### src/design/thc_pkg.sv
`default_nettype none
package thc_pkg;

    localparam int FRAME_WIDTH = 320;

    localparam int PIX_W = 8;
    localparam int THR_W = 8;
    localparam int FOV_W = 16;
    localparam int COL_W = $clog2(FRAME_WIDTH);
    localparam int WCS_W = 31;
    localparam int WS_W  = 23;
    localparam int CNT_W = 17;
    localparam int CX_W  = 17;
    localparam int BRG_W = 16;

    localparam int IN_DATA_W  = ((PIX_W + 7) / 8) * 8;
    localparam int OUT_BITS   = 1 + CNT_W + CX_W + BRG_W;
    localparam int OUT_DATA_W = ((OUT_BITS + 7) / 8) * 8;

    // output word layout, lowest bit first
    localparam int OUT_FIRE_LSB = 0;
    localparam int OUT_CNT_LSB  = OUT_FIRE_LSB + 1;
    localparam int OUT_CX_LSB   = OUT_CNT_LSB + CNT_W;
    localparam int OUT_BRG_LSB  = OUT_CX_LSB + CX_W;

    localparam int CFG_IDX_W  = 1;
    localparam int CFG_DATA_W = FOV_W;
    localparam logic [CFG_IDX_W-1:0] CFG_HOT_THRESHOLD = 1'b0;
    localparam logic [CFG_IDX_W-1:0] CFG_FIELD_OF_VIEW = 1'b1;
    localparam logic [THR_W-1:0] THR_RESET = 8'd180;
    localparam logic [FOV_W-1:0] FOV_RESET = 16'd34308;

    // centroid clamp
    localparam longint CX_LIM_FRAME = longint'(FRAME_WIDTH - 1) * 256;
    localparam longint CX_MAX       = (longint'(1) << CX_W) - 1;
    localparam longint CX_LIM       = (CX_LIM_FRAME < CX_MAX) ? CX_LIM_FRAME : CX_MAX;

    // bearing arithmetic
    localparam longint HALF_FRAME = longint'(FRAME_WIDTH) * 128;
    localparam longint BRG_DEN    = longint'(FRAME_WIDTH) * 256;
    localparam int     HALF_W     = $clog2(HALF_FRAME + 1);
    localparam int     DIFF_W     = ((HALF_W > CX_W) ? HALF_W : CX_W) + 1;
    localparam int     PROD_W     = DIFF_W + FOV_W + 1;
    localparam longint BRG_POS_MAX = (longint'(1) << (BRG_W - 1)) - 1;
    localparam longint BRG_NEG_MAG = longint'(1) << (BRG_W - 1);

    // bearing scale: drop the Q.8 part, then divide by the frame width
    // through a rounded-up reciprocal that is exact over BRG_T_W bits
    localparam int     BRG_T_W    = PROD_W - 8;
    localparam int     BRG_RCP_SH = BRG_T_W + $clog2(FRAME_WIDTH);
    localparam longint BRG_RCP    = ((longint'(1) << BRG_RCP_SH) + FRAME_WIDTH - 1) /
                                    FRAME_WIDTH;
    localparam int     BRG_RCP_W  = $clog2(BRG_RCP + 1);
    localparam int     BRG_Q_W    = BRG_T_W + BRG_RCP_W;
    localparam int     BRG_QB_W   = BRG_Q_W - BRG_RCP_SH;

    // centroid divider
    localparam int DVD_W  = WCS_W + 9;
    localparam int DVR_W  = WS_W;
    localparam int DCNT_W = $clog2(DVD_W);

    localparam int FIFO_DEPTH = 2;
    localparam int FIFO_PTR_W = (FIFO_DEPTH > 1) ? $clog2(FIFO_DEPTH) : 1;
    localparam int FIFO_CNT_W = $clog2(FIFO_DEPTH + 1);

    typedef struct packed {
        logic [CNT_W-1:0] cnt;
        logic [WS_W-1:0]  ws;
        logic [WCS_W-1:0] wcs;
    } frame_sums_t;

    typedef struct packed {
        logic        push;
        frame_sums_t sums;
    } sums_push_t;

    typedef struct packed {
        logic             start;
        logic [DVD_W-1:0] dividend;
        logic [DVR_W-1:0] divisor;
    } div_req_t;

    typedef struct packed {
        logic             done;
        logic [DVD_W-1:0] quotient;
    } div_rsp_t;

endpackage
`default_nettype wire

### src/design/thc_div.sv
`default_nettype none
module thc_div (
    input  wire              clk,
    input  wire              rst_n,
    input  thc_pkg::div_req_t req,
    output thc_pkg::div_rsp_t rsp
);

    logic                      busy_reg, busy_next;
    logic                      done_reg, done_next;
    logic [thc_pkg::DCNT_W-1:0] cnt_reg, cnt_next;
    logic [thc_pkg::DVR_W-1:0] rem_reg, rem_next;
    logic [thc_pkg::DVD_W-1:0] quo_reg, quo_next;
    logic [thc_pkg::DVR_W-1:0] dvr_reg, dvr_next;

    logic [thc_pkg::DVR_W:0] trial;
    logic [thc_pkg::DVR_W:0] trial_sub;
    logic                    ge;

    // restoring division, one quotient bit per cycle; quo_reg shifts the
    // dividend out at the top and the quotient in at the bottom
    always_comb
    begin
        trial     = {rem_reg, quo_reg[thc_pkg::DVD_W-1]};
        ge        = trial >= {1'b0, dvr_reg};
        trial_sub = trial - {1'b0, dvr_reg};

        busy_next = busy_reg;
        done_next = 1'b0;
        cnt_next  = cnt_reg;
        rem_next  = rem_reg;
        quo_next  = quo_reg;
        dvr_next  = dvr_reg;

        if (req.start)
        begin
            busy_next = 1'b1;
            cnt_next  = '0;
            rem_next  = '0;
            quo_next  = req.dividend;
            dvr_next  = req.divisor;
        end
        else if (busy_reg)
        begin
            rem_next = ge ? trial_sub[thc_pkg::DVR_W-1:0] : trial[thc_pkg::DVR_W-1:0];
            quo_next = {quo_reg[thc_pkg::DVD_W-2:0], ge};
            cnt_next = cnt_reg + 1'b1;
            if (cnt_reg == thc_pkg::DCNT_W'(thc_pkg::DVD_W - 1))
            begin
                busy_next = 1'b0;
                done_next = 1'b1;
            end
        end
    end

    always_ff @(posedge clk or negedge rst_n)
    begin
        if (!rst_n)
        begin
            busy_reg <= 1'b0;
            done_reg <= 1'b0;
            cnt_reg  <= '0;
        end
        else
        begin
            busy_reg <= busy_next;
            done_reg <= done_next;
            cnt_reg  <= cnt_next;
        end
    end

    always_ff @(posedge clk)
    begin
        rem_reg <= rem_next;
        quo_reg <= quo_next;
        dvr_reg <= dvr_next;
    end

    assign rsp.done     = done_reg;
    assign rsp.quotient = quo_reg;

endmodule
`default_nettype wire

### src/design/thc_front.sv
`default_nettype none
module thc_front (
    input  wire                             clk,
    input  wire                             rst_n,
    input  wire                             s_tvalid,
    output logic                            s_tready,
    input  wire [thc_pkg::IN_DATA_W-1:0]    s_tdata,
    input  wire                             s_tlast,
    input  wire [thc_pkg::THR_W-1:0]        hot_threshold,
    input  wire                             fifo_full,
    output thc_pkg::sums_push_t             push
);

    logic [thc_pkg::COL_W-1:0] col_reg, col_next;
    logic [thc_pkg::WCS_W-1:0] wcs_reg, wcs_next;
    logic [thc_pkg::WS_W-1:0]  ws_reg, ws_next;
    logic [thc_pkg::CNT_W-1:0] cnt_reg, cnt_next;

    logic                                     accept;
    logic [thc_pkg::PIX_W-1:0]                pix;
    logic                                     hot;
    logic [thc_pkg::PIX_W-1:0]                weight;
    logic [thc_pkg::COL_W+thc_pkg::PIX_W-1:0] col_w;
    logic [thc_pkg::WCS_W:0]                  wcs_sum;
    logic [thc_pkg::WS_W:0]                   ws_sum;
    logic [thc_pkg::CNT_W:0]                  cnt_sum;
    thc_pkg::frame_sums_t                     upd;

    assign s_tready = !fifo_full;
    assign accept   = s_tvalid && s_tready;
    assign pix      = s_tdata[thc_pkg::PIX_W-1:0];
    assign hot      = pix >= hot_threshold;
    assign weight   = pix - hot_threshold;
    assign col_w    = col_reg * weight;

    // saturating accumulate: the carry out pins each sum at all ones
    assign wcs_sum = {1'b0, wcs_reg} + (thc_pkg::WCS_W + 1)'(col_w);
    assign ws_sum  = {1'b0, ws_reg} + (thc_pkg::WS_W + 1)'(weight);
    assign cnt_sum = {1'b0, cnt_reg} + 1'b1;

    always_comb
    begin
        upd.wcs = wcs_reg;
        upd.ws  = ws_reg;
        upd.cnt = cnt_reg;
        if (hot)
        begin
            upd.wcs = wcs_sum[thc_pkg::WCS_W] ? '1 : wcs_sum[thc_pkg::WCS_W-1:0];
            upd.ws  = ws_sum[thc_pkg::WS_W] ? '1 : ws_sum[thc_pkg::WS_W-1:0];
            upd.cnt = cnt_sum[thc_pkg::CNT_W] ? '1 : cnt_sum[thc_pkg::CNT_W-1:0];
        end

        col_next = col_reg;
        wcs_next = wcs_reg;
        ws_next  = ws_reg;
        cnt_next = cnt_reg;
        if (accept)
        begin
            col_next = (col_reg == thc_pkg::COL_W'(thc_pkg::FRAME_WIDTH - 1)) ?
                       '0 : col_reg + 1'b1;
            if (s_tlast)
            begin
                col_next = '0;
                wcs_next = '0;
                ws_next  = '0;
                cnt_next = '0;
            end
            else
            begin
                wcs_next = upd.wcs;
                ws_next  = upd.ws;
                cnt_next = upd.cnt;
            end
        end
    end

    assign push.push = accept && s_tlast;
    assign push.sums = upd;

    always_ff @(posedge clk or negedge rst_n)
    begin
        if (!rst_n)
        begin
            col_reg <= '0;
            wcs_reg <= '0;
            ws_reg  <= '0;
            cnt_reg <= '0;
        end
        else
        begin
            col_reg <= col_next;
            wcs_reg <= wcs_next;
            ws_reg  <= ws_next;
            cnt_reg <= cnt_next;
        end
    end

endmodule
`default_nettype wire

### src/design/thc_fifo.sv
`default_nettype none
module thc_fifo (
    input  wire                   clk,
    input  wire                   rst_n,
    input  thc_pkg::sums_push_t   push,
    input  wire                   pop,
    output thc_pkg::frame_sums_t  head,
    output logic                  full,
    output logic                  empty
);

    thc_pkg::frame_sums_t           mem_reg [thc_pkg::FIFO_DEPTH];
    logic [thc_pkg::FIFO_PTR_W-1:0] wr_ptr_reg, wr_ptr_next;
    logic [thc_pkg::FIFO_PTR_W-1:0] rd_ptr_reg, rd_ptr_next;
    logic [thc_pkg::FIFO_CNT_W-1:0] count_reg, count_next;

    logic do_push;
    logic do_pop;

    assign full    = count_reg == thc_pkg::FIFO_CNT_W'(thc_pkg::FIFO_DEPTH);
    assign empty   = count_reg == '0;
    assign do_push = push.push && !full;
    assign do_pop  = pop && !empty;
    assign head    = mem_reg[rd_ptr_reg];

    always_comb
    begin
        wr_ptr_next = wr_ptr_reg;
        rd_ptr_next = rd_ptr_reg;
        count_next  = count_reg;
        if (do_push)
        begin
            wr_ptr_next = (wr_ptr_reg == thc_pkg::FIFO_PTR_W'(thc_pkg::FIFO_DEPTH - 1)) ?
                          '0 : wr_ptr_reg + 1'b1;
        end
        if (do_pop)
        begin
            rd_ptr_next = (rd_ptr_reg == thc_pkg::FIFO_PTR_W'(thc_pkg::FIFO_DEPTH - 1)) ?
                          '0 : rd_ptr_reg + 1'b1;
        end
        if (do_push && !do_pop)
        begin
            count_next = count_reg + 1'b1;
        end
        else if (do_pop && !do_push)
        begin
            count_next = count_reg - 1'b1;
        end
    end

    always_ff @(posedge clk or negedge rst_n)
    begin
        if (!rst_n)
        begin
            wr_ptr_reg <= '0;
            rd_ptr_reg <= '0;
            count_reg  <= '0;
        end
        else
        begin
            wr_ptr_reg <= wr_ptr_next;
            rd_ptr_reg <= rd_ptr_next;
            count_reg  <= count_next;
        end
    end

    always_ff @(posedge clk)
    begin
        if (do_push)
        begin
            mem_reg[wr_ptr_reg] <= push.sums;
        end
    end

endmodule
`default_nettype wire

### src/design/thc_back.sv
`default_nettype none
module thc_back (
    input  wire                              clk,
    input  wire                              rst_n,
    input  wire [thc_pkg::FOV_W-1:0]         field_of_view,
    input  wire                              fifo_empty,
    input  thc_pkg::frame_sums_t             head,
    output logic                             pop,
    output thc_pkg::div_req_t                div_req,
    input  thc_pkg::div_rsp_t                div_rsp,
    output logic                             m_tvalid,
    input  wire                              m_tready,
    output logic [thc_pkg::OUT_DATA_W-1:0]   m_tdata,
    output logic                             m_tuser
);

    typedef enum logic [6:0] {
        S_IDLE  = 7'b0000001,
        S_DIVC  = 7'b0000010,
        S_MUL   = 7'b0000100,
        S_MAG   = 7'b0001000,
        S_RECIP = 7'b0010000,
        S_SAT   = 7'b0100000,
        S_OUT   = 7'b1000000
    } back_state_t;

    back_state_t                       state_reg, state_next;
    logic [thc_pkg::CNT_W-1:0]         cnt_reg, cnt_next;
    logic                              valid_reg, valid_next;
    logic [thc_pkg::CX_W-1:0]          cx_reg, cx_next;
    logic signed [thc_pkg::PROD_W-1:0] prod_reg, prod_next;
    logic                              neg_reg, neg_next;
    logic [thc_pkg::BRG_T_W-1:0]       t_reg, t_next;
    logic [thc_pkg::BRG_QB_W-1:0]      qb_reg, qb_next;
    logic [thc_pkg::BRG_W-1:0]         brg_reg, brg_next;
    logic                              m_tvalid_reg, m_tvalid_next;
    logic [thc_pkg::OUT_DATA_W-1:0]    m_data_reg, m_data_next;
    logic                              m_user_reg, m_user_next;

    logic signed [thc_pkg::DIFF_W-1:0] diff;
    logic signed [thc_pkg::FOV_W:0]    fov_s;
    logic signed [thc_pkg::PROD_W-1:0] prod;
    logic [thc_pkg::PROD_W-1:0]        mag;
    logic [thc_pkg::PROD_W-1:0]        mag_rnd;
    logic [thc_pkg::BRG_Q_W-1:0]       rcp_prod;
    logic [thc_pkg::DVD_W-1:0]         q;

    assign diff     = $signed(thc_pkg::DIFF_W'(thc_pkg::HALF_FRAME)) -
                      $signed(thc_pkg::DIFF_W'(cx_reg));
    assign fov_s    = $signed({1'b0, field_of_view});
    assign prod     = diff * fov_s;
    assign mag      = prod_reg[thc_pkg::PROD_W-1] ? thc_pkg::PROD_W'(-prod_reg) :
                                                    thc_pkg::PROD_W'(prod_reg);
    assign mag_rnd  = mag + thc_pkg::PROD_W'(thc_pkg::BRG_DEN / 2);
    assign rcp_prod = thc_pkg::BRG_Q_W'(t_reg) * thc_pkg::BRG_Q_W'(thc_pkg::BRG_RCP);
    assign q        = div_rsp.quotient;

    always_comb
    begin
        state_next    = state_reg;
        cnt_next      = cnt_reg;
        valid_next    = valid_reg;
        cx_next       = cx_reg;
        prod_next     = prod_reg;
        neg_next      = neg_reg;
        t_next        = t_reg;
        qb_next       = qb_reg;
        brg_next      = brg_reg;
        m_tvalid_next = m_tvalid_reg && !m_tready;
        m_data_next   = m_data_reg;
        m_user_next   = m_user_reg;
        pop           = 1'b0;
        div_req       = '0;

        case (state_reg)
            S_IDLE:
            begin
                if (!fifo_empty)
                begin
                    pop      = 1'b1;
                    cnt_next = head.cnt;
                    if (head.ws == '0)
                    begin
                        valid_next = 1'b0;
                        cx_next    = '0;
                        brg_next   = '0;
                        state_next = S_OUT;
                    end
                    else
                    begin
                        // rounded centroid: (wcs * 256 + ws / 2) / ws
                        valid_next       = 1'b1;
                        div_req.start    = 1'b1;
                        div_req.dividend = thc_pkg::DVD_W'({head.wcs, 8'h00}) +
                                           thc_pkg::DVD_W'(head.ws >> 1);
                        div_req.divisor  = head.ws;
                        state_next       = S_DIVC;
                    end
                end
            end
            S_DIVC:
            begin
                if (div_rsp.done)
                begin
                    cx_next = (q > thc_pkg::DVD_W'(thc_pkg::CX_LIM)) ?
                              thc_pkg::CX_W'(thc_pkg::CX_LIM) : q[thc_pkg::CX_W-1:0];
                    state_next = S_MUL;
                end
            end
            S_MUL:
            begin
                prod_next  = prod;
                state_next = S_MAG;
            end
            S_MAG:
            begin
                // round magnitude half away from zero, sign applied afterwards;
                // the low 8 bits of the divisor go first as a shift
                neg_next   = prod_reg[thc_pkg::PROD_W-1];
                t_next     = mag_rnd[thc_pkg::PROD_W-1:8];
                state_next = S_RECIP;
            end
            S_RECIP:
            begin
                qb_next    = rcp_prod[thc_pkg::BRG_Q_W-1:thc_pkg::BRG_RCP_SH];
                state_next = S_SAT;
            end
            S_SAT:
            begin
                if (!neg_reg)
                begin
                    brg_next = (qb_reg > thc_pkg::BRG_QB_W'(thc_pkg::BRG_POS_MAX)) ?
                               thc_pkg::BRG_W'(thc_pkg::BRG_POS_MAX) :
                               qb_reg[thc_pkg::BRG_W-1:0];
                end
                else
                begin
                    brg_next = (qb_reg > thc_pkg::BRG_QB_W'(thc_pkg::BRG_NEG_MAG)) ?
                               thc_pkg::BRG_W'(thc_pkg::BRG_NEG_MAG) :
                               -qb_reg[thc_pkg::BRG_W-1:0];
                end
                state_next = S_OUT;
            end
            S_OUT:
            begin
                if (!m_tvalid_reg || m_tready)
                begin
                    m_tvalid_next = 1'b1;
                    m_data_next   = thc_pkg::OUT_DATA_W'({brg_reg, cx_reg, cnt_reg,
                                                          cnt_reg != '0});
                    m_user_next   = valid_reg;
                    state_next    = S_IDLE;
                end
            end
            default:
            begin
                state_next = S_IDLE;
            end
        endcase
    end

    always_ff @(posedge clk or negedge rst_n)
    begin
        if (!rst_n)
        begin
            state_reg    <= S_IDLE;
            m_tvalid_reg <= 1'b0;
        end
        else
        begin
            state_reg    <= state_next;
            m_tvalid_reg <= m_tvalid_next;
        end
    end

    always_ff @(posedge clk)
    begin
        cnt_reg    <= cnt_next;
        valid_reg  <= valid_next;
        cx_reg     <= cx_next;
        prod_reg   <= prod_next;
        neg_reg    <= neg_next;
        t_reg      <= t_next;
        qb_reg     <= qb_next;
        brg_reg    <= brg_next;
        m_data_reg <= m_data_next;
        m_user_reg <= m_user_next;
    end

    assign m_tvalid = m_tvalid_reg;
    assign m_tdata  = m_data_reg;
    assign m_tuser  = m_user_reg;

endmodule
`default_nettype wire

### src/design/thermal_hot_pixel_centroid_top.sv
// Hot pixel centroid of a thermal frame.
// Input stream (s_*): one 8-bit pixel per word in raster order, tlast on the
// last pixel of a frame. One pixel is taken every cycle while tready is high.
// Output stream (m_*): one word per frame with the hot count, the centroid
// column (Q.8) and the bearing (Q1.15 rad); tuser is high when the centroid
// is valid (nonzero total weight).
// cfg_we/cfg_index/cfg_data write the threshold (index 0) and the field of
// view (index 1); write only while no frame is in flight.
// A frame with weight runs from the tlast word through the 40-step restoring
// divider for the centroid, then the bearing multiply, reciprocal scaling and
// saturation, to the result word; a weightless frame goes straight to the
// result word. The back end works on one frame at a time. Frame sums
// wait in a 2-entry queue, so pixels keep streaming while a result is
// computed; tready drops only while two frames wait behind the one in work.
// When m_tready is low the result word holds in the output register; the back
// end stalls and then the queue fills.
// Reset clears the accumulators, column counter, queue and output valid, and
// loads threshold 180 and field of view 34308.
`default_nettype none
module thermal_hot_pixel_centroid_top (
    input  wire                               clk,
    input  wire                               rst_n,
    input  wire                               s_tvalid,
    output logic                              s_tready,
    input  wire [thc_pkg::IN_DATA_W-1:0]      s_tdata,   // [7:0] pixel
    input  wire                               s_tlast,
    output logic                              m_tvalid,
    input  wire                               m_tready,
    // [0] fire_seen, [17:1] hot_count, [34:18] centroid_x, [50:35] bearing, rest 0
    output logic [thc_pkg::OUT_DATA_W-1:0]    m_tdata,
    output logic                              m_tuser,   // [0] centroid_valid
    input  wire                               cfg_we,
    input  wire [thc_pkg::CFG_IDX_W-1:0]      cfg_index,
    input  wire [thc_pkg::CFG_DATA_W-1:0]     cfg_data
);

    logic [thc_pkg::THR_W-1:0] thr_reg, thr_next;
    logic [thc_pkg::FOV_W-1:0] fov_reg, fov_next;

    thc_pkg::sums_push_t  push;
    thc_pkg::frame_sums_t head;
    logic                 fifo_full;
    logic                 fifo_empty;
    logic                 pop;
    thc_pkg::div_req_t    div_req;
    thc_pkg::div_rsp_t    div_rsp;

    always_comb
    begin
        thr_next = thr_reg;
        fov_next = fov_reg;
        if (cfg_we)
        begin
            case (cfg_index)
                thc_pkg::CFG_HOT_THRESHOLD: thr_next = cfg_data[thc_pkg::THR_W-1:0];
                thc_pkg::CFG_FIELD_OF_VIEW: fov_next = cfg_data[thc_pkg::FOV_W-1:0];
                default:
                begin
                    thr_next = thr_reg;
                end
            endcase
        end
    end

    always_ff @(posedge clk or negedge rst_n)
    begin
        if (!rst_n)
        begin
            thr_reg <= thc_pkg::THR_RESET;
            fov_reg <= thc_pkg::FOV_RESET;
        end
        else
        begin
            thr_reg <= thr_next;
            fov_reg <= fov_next;
        end
    end

    thc_front u_front (
        .clk           (clk),
        .rst_n         (rst_n),
        .s_tvalid      (s_tvalid),
        .s_tready      (s_tready),
        .s_tdata       (s_tdata),
        .s_tlast       (s_tlast),
        .hot_threshold (thr_reg),
        .fifo_full     (fifo_full),
        .push          (push)
    );

    thc_fifo u_fifo (
        .clk   (clk),
        .rst_n (rst_n),
        .push  (push),
        .pop   (pop),
        .head  (head),
        .full  (fifo_full),
        .empty (fifo_empty)
    );

    thc_div u_div (
        .clk   (clk),
        .rst_n (rst_n),
        .req   (div_req),
        .rsp   (div_rsp)
    );

    thc_back u_back (
        .clk           (clk),
        .rst_n         (rst_n),
        .field_of_view (fov_reg),
        .fifo_empty    (fifo_empty),
        .head          (head),
        .pop           (pop),
        .div_req       (div_req),
        .div_rsp       (div_rsp),
        .m_tvalid      (m_tvalid),
        .m_tready      (m_tready),
        .m_tdata       (m_tdata),
        .m_tuser       (m_tuser)
    );

endmodule
`default_nettype wire

### config.mk
export PLATFORM = sky130hd
export DESIGN_NAME = thermal_hot_pixel_centroid_top
export DESIGN_NICKNAME = d
export VERILOG_FILES = /design/src/design/thc_pkg.sv /design/src/design/thc_div.sv /design/src/design/thc_front.sv /design/src/design/thc_fifo.sv /design/src/design/thc_back.sv /design/src/design/thermal_hot_pixel_centroid_top.sv
export SDC_FILE = /design/constraint.sdc
export NUM_CORES = 2
export LEC_CHECK = 0
export ABC_AREA = 1
export BUFFER_PORTS_ARGS = -buffer_cell sky130_fd_sc_hd__buf_2
export CAP_MARGIN = 20
export CELL_PAD_IN_SITES_DETAIL_PLACEMENT = 1
export CELL_PAD_IN_SITES_GLOBAL_PLACEMENT = 1
export CORE_MARGIN = 1.5
export CORE_UTILIZATION = 40
export DETAILED_ROUTE_END_ITERATION = 6
export PLACE_DENSITY = 0.75
export SYNTH_ARGS = -nofsm -noshare
export SYNTH_HDL_FRONTEND = slang
export SYNTH_HIERARCHICAL = 1
export SYNTH_SLANG_ARGS = --single-unit
### constraint.sdc
create_clock -name clk -period 9.5 [get_ports clk]
set_input_delay 1.425 -clock clk [delete_from_list [all_inputs] [get_ports clk]]
set_output_delay 1.425 -clock clk [all_outputs]
set_load 0.02 [all_outputs]
==> results by stage <==
Route:
- After detailed routing, the number of vias per cell comes to between 5 and 6.
- The routed design has roughly 160,000 um of wire.
- For this block, the initial DRC count from the detailed router was approximately 2,700.
- The number of DRC violations after detailed routing is 0.
- In this run the top signal layer used is met5.
- The detailed-route via count is 42,070.
- The per-cell routed wire length is just under 20 um.
- After detailed routing, the met3 layer carries 7581 um of wire.
- For this block, wires on met1 add up to ~73,000 um.
- In this run the remaining antenna-violating nets after routing total 0.
- The number of detailed-routing iterations run before antenna repair is 7.
- The routed wire length on met2 is between 70,000 and 80,000 um.

Final layout:
- The final layout contains 7,459 nets.
- The area added between synthesis and finish is 8.201%.
- In the final layout, the share of cells above drive strength 1 is 0.06573.
- The cell area after layout is 57,880 um2.
- The layout filler cell count is 15,970.
- The number of flip-flops under the largest register name is 142.

STA:
- The number of max-slew violations in the final report is 0.
- The time the final worst path needs with I/O delays and setup is roughly 8 ns.
- Setup violations remaining at the end of the flow were counted as 0.
- The setup TNS is 0 ns.
- For the final database, setup skew stands at 0.05883 ns.
- Hold is met by 0.4150 ns.
- The worst pin sits at a relative slew slack of 0.3047.
- Setup repair after global routing left no endpoint under its margin.
- Of the available clock period, the critical path in the final layout requires 0.8487.
- The count of endpoints failing hold in the final timing report came to 0.
- The slew of the pin with the lowest slew margin is 1.043 ns.
- Based on the critical path, the design can be clocked at up to 0.1240 GHz.

GRT:
- The leftover overflow at the end of global routing is 0.
- The largest net degree at the start of global routing is 74.
- The first global-routing pass estimated 254,800 um of wire.
- The number of antenna violations at the first check in global routing came to 8.
- The number of global-route vias before repair was about 46,000.
- Across every metal layer, demand over resource in global routing totals 0.2381.

Worst setup path:
- The top cell family by delay on the critical path is adder cells.
- Data arrives at the worst endpoint at 8.46 ns.
- The startpoint identified for the worst register-to-register timing path is u_back/cx_reg[0].
- Counting stages on the worst path, the most repeated cell is sky130_fd_sc_hd__fa_1.
- The largest fanout on the critical path is 19.
- The nature of the critical path startpoint is a flip-flop.
- At the worst endpoint, the required time is 9.90 ns.
- The delay of the slowest cell on the worst path is 0.60 ns.
- The setup check on the worst reg-to-reg path leaves a slack of about 1.4 ns.
- STA classifies the critical path endpoint as a flip-flop.
- On the critical path, the stage with the largest delay is an instance of sky130_fd_sc_hd__fa_1.
- The worst register-to-register path has a depth of 29.
- The end of the worst register-to-register path is u_back/prod_reg[26].
- Counting both buffers and inverters, the worst setup path holds a total of 6.
- The critical path start-end classification is flip-flop to flip-flop.

Yosys:
- In this run, synthesis produced a sequential element count of roughly 540.
- The number of instances in the synthesized netlist is 6,415.
- The unique cell type count in the Yosys netlist is 69.
- The post-synthesis instance area is around 53,000 um2.
- The fraction of synthesis flops using an asynchronous set or reset pin is 0.2309.
- In the post-synthesis netlist, the cell with the most instances is sky130_fd_sc_hd__nand2_1.
- Of the post-synthesis cell area, the dominant cell type holds 0.2189.
- Ranked by total cell area, the synthesized netlist is headed by sky130_fd_sc_hd__edfxtp_1, sky130_fd_sc_hd__fa_1, sky130_fd_sc_hd__nand2_1, sky130_fd_sc_hd__ha_1, sky130_fd_sc_hd__inv_1.
- Of the total synthesized cell area, the portion taken by full adders, half adders and majority gates is 0.2989.
- Of the total synthesized cell area, the portion taken by AND, OR, NAND and NOR gates is 0.2306.
- The portion of synthesized area spent on multiplexers is 0.
- sky130_fd_sc_hd__edfxtp_1 takes more of the synthesized area than any other cell.
- The post-synthesis compound-gate area fraction is 0.05080.
- In the synthesized netlist the dominant register cell turns out to be sky130_fd_sc_hd__edfxtp_1.
- The main combinational cell family by area after synthesis is adder cells.
- For this run, the register share of the synthesized area comes to 0.2858.
- The mean cell area of the mapped netlist is 8.338 um2.
- The xor/xnor cell area share of the yosys netlist is 0.02175.
- The number of warnings reported in the yosys synthesis log is 6.
- The count of flip-flops with a built-in enable after synthesis is 390.
- After synthesis, the most frequently instantiated cells are sky130_fd_sc_hd__nand2_1, sky130_fd_sc_hd__inv_1, sky130_fd_sc_hd__nor2_1.

Place:
- After legalization and detailed placement, the total HPWL measured between 100,000 and 150,000 um.
- Input and output buffers added on the ports amount to between 80 and 90.
- The placement-stage cell area is 55,570 um2.
- At the end of routability-driven placement, the weighted congestion stood at 0.9378.

Clock network:
- The longest clock path from root to sink contains 3 buffers.
- The CTS tree is done.
- The clock slew seen by the registers of the worst setup and hold paths is about 0.06 ns.
- The cts-stage hold buffer count is 0.
- The maximum level of the CTS H-tree is 3.
- Once the clock tree was built, the setup fixing pass inserted 0 buffers.
- After clock tree synthesis, the repair step resized 0 gates.
- Counting the buffers created by CTS gives 67.
- The buffer type at the clock tree root is sky130_fd_sc_hd__clkbuf_16.
- The later pin in the worst-skew pair is clocked with a latency of 0.69 ns.
- Clock tree synthesis found a total of about 540 sinks.

Hold path:
- The end point of the worst hold path is u_back/m_tdata[46].
- The worst hold path belongs to the class flip-flop to flip-flop.
- The worst hold path was traced through 0 stages.
- The critical hold path startpoint is u_back/brg_reg[11].

Floorplanning:
- The die is about 370 um tall.
- The horizontal die dimension is 368.7 um.
- In this run the core area contains roughly 130 standard-cell rows.
- The die footprint is 135,900 um2.
- The count of boundary I/O pins is 90.
- The area of the core is 132,100 um2.
- The effective utilization at floorplan is 0.4048.

Outcome:
- The run finished with clean final reports.

Run:
- The number of max-cap violations is 0.
-- stage by stage --
step,cells,utilization,setup slack (ns)
after floorplan,6419,-,2.568
after global placement,8159,0.4206,1.651
final,8285,0.4380,1.437
after global routing,8282,0.4380,1.010
after detailed placement,8159,0.4206,1.479
after CTS,8281,0.4379,1.486
-- layer usage --
metal	vias up	global-route usage
met2	808	0.3981
met4	2	0.05793
met3	191	0.03090
met1	21130	0.3265
met5	-	0
li1	19950	-
-- cells in the final DEF, fill, tap and decap left out, drive strengths merged, types with 3 or more instances in the layout --
cell type  Yosys  layout
nand2       1663    1663
inv         1362    1364
nor2         635     635
fa           540     540
ha           414     414
edfxtp       390     390
nand3        254     254
a21oi        202     202
o21ai        186     186
dfrtp        115     115
buf           66     115
clkbuf        63      82
nand4         79      79
xor2          67      67
nor3          66      66
xnor2         65      65
clkinv         8      32
nor4          27      27
nand3b        26      26
or2           26      26
dfxtp         23      23
o21bai        21      21
o21a          16      16
and2          15      15
a21boi        14      14
a21o          13      13
a31oi         12      12
dfstp          9       9
bufinv         0       8
o211ai         8       8
nor3b          8       8
clkinvlp       0       6
conb           1       5
a211oi         4       4
o22ai          4       4
diode          0       3
-- area by class of cell --
| type | count | area, um2 | area share |
|---|---|---|---|
| diodes | 3 | 7.507 | 0.0001297 |
| clock buffers | 82 | 1743 | 0.03011 |
| clock inverters | 40 | 543.0 | 0.009382 |
| inverters | 1370 | 5155 | 0.08907 |
| multi-input cells | 4383 | 32280 | 0.5577 |
| flip-flops and latches | 537 | 15290 | 0.2641 |
| well taps | 1755 | 2196 | 0.03794 |
| repair buffers | 115 | 666.9 | 0.01152 |
-- worst max-delay path by stage --
stage	start	end	slack (ns)	cells past startpoint
3_3_place_gp	s_tdata[0]	u_fifo/mem_reg[0][5]	1.65	31
4_1_cts	u_back/cx_reg[0]	u_back/prod_reg[26]	1.49	28
2_1_floorplan	u_back/cx_reg[0]	u_back/prod_reg[32]	2.57	32
6_report	u_back/cx_reg[0]	u_back/prod_reg[26]	1.44	29
5_1_grt	u_back/cx_reg[0]	u_back/prod_reg[26]	1.01	27
3_5_place_dp	u_back/cx_reg[0]	u_back/prod_reg[26]	1.48	29
-- kinds of logic after synthesis --
logic type | count (synthesis)
adders and majority gates | 954
other | 1
DFF | 537
and+or+nand+nor | 2803
buffers and inverters | 1499
xor gates and xnor gates | 132
AOI/OAI and AO/OA | 489
-- worst reg2reg max path: cells and delay by family, from the launching register on --
| family | cells | cell delay, ns |
|---|---|---|
| and+or+nand+nor | 12 | 2.23 |
| DFF | 1 | 0.36 |
| AOI/OAI and AO/OA | 3 | 0.96 |
| adders and majority gates | 7 | 3.58 |
| buffers and inverters | 6 | 0.57 |
| xor gates and xnor gates | 1 | 0.11 |
Power is not shown: default switching activity piles up to over one toggle a cycle in this logic, so the estimate is an artifact.
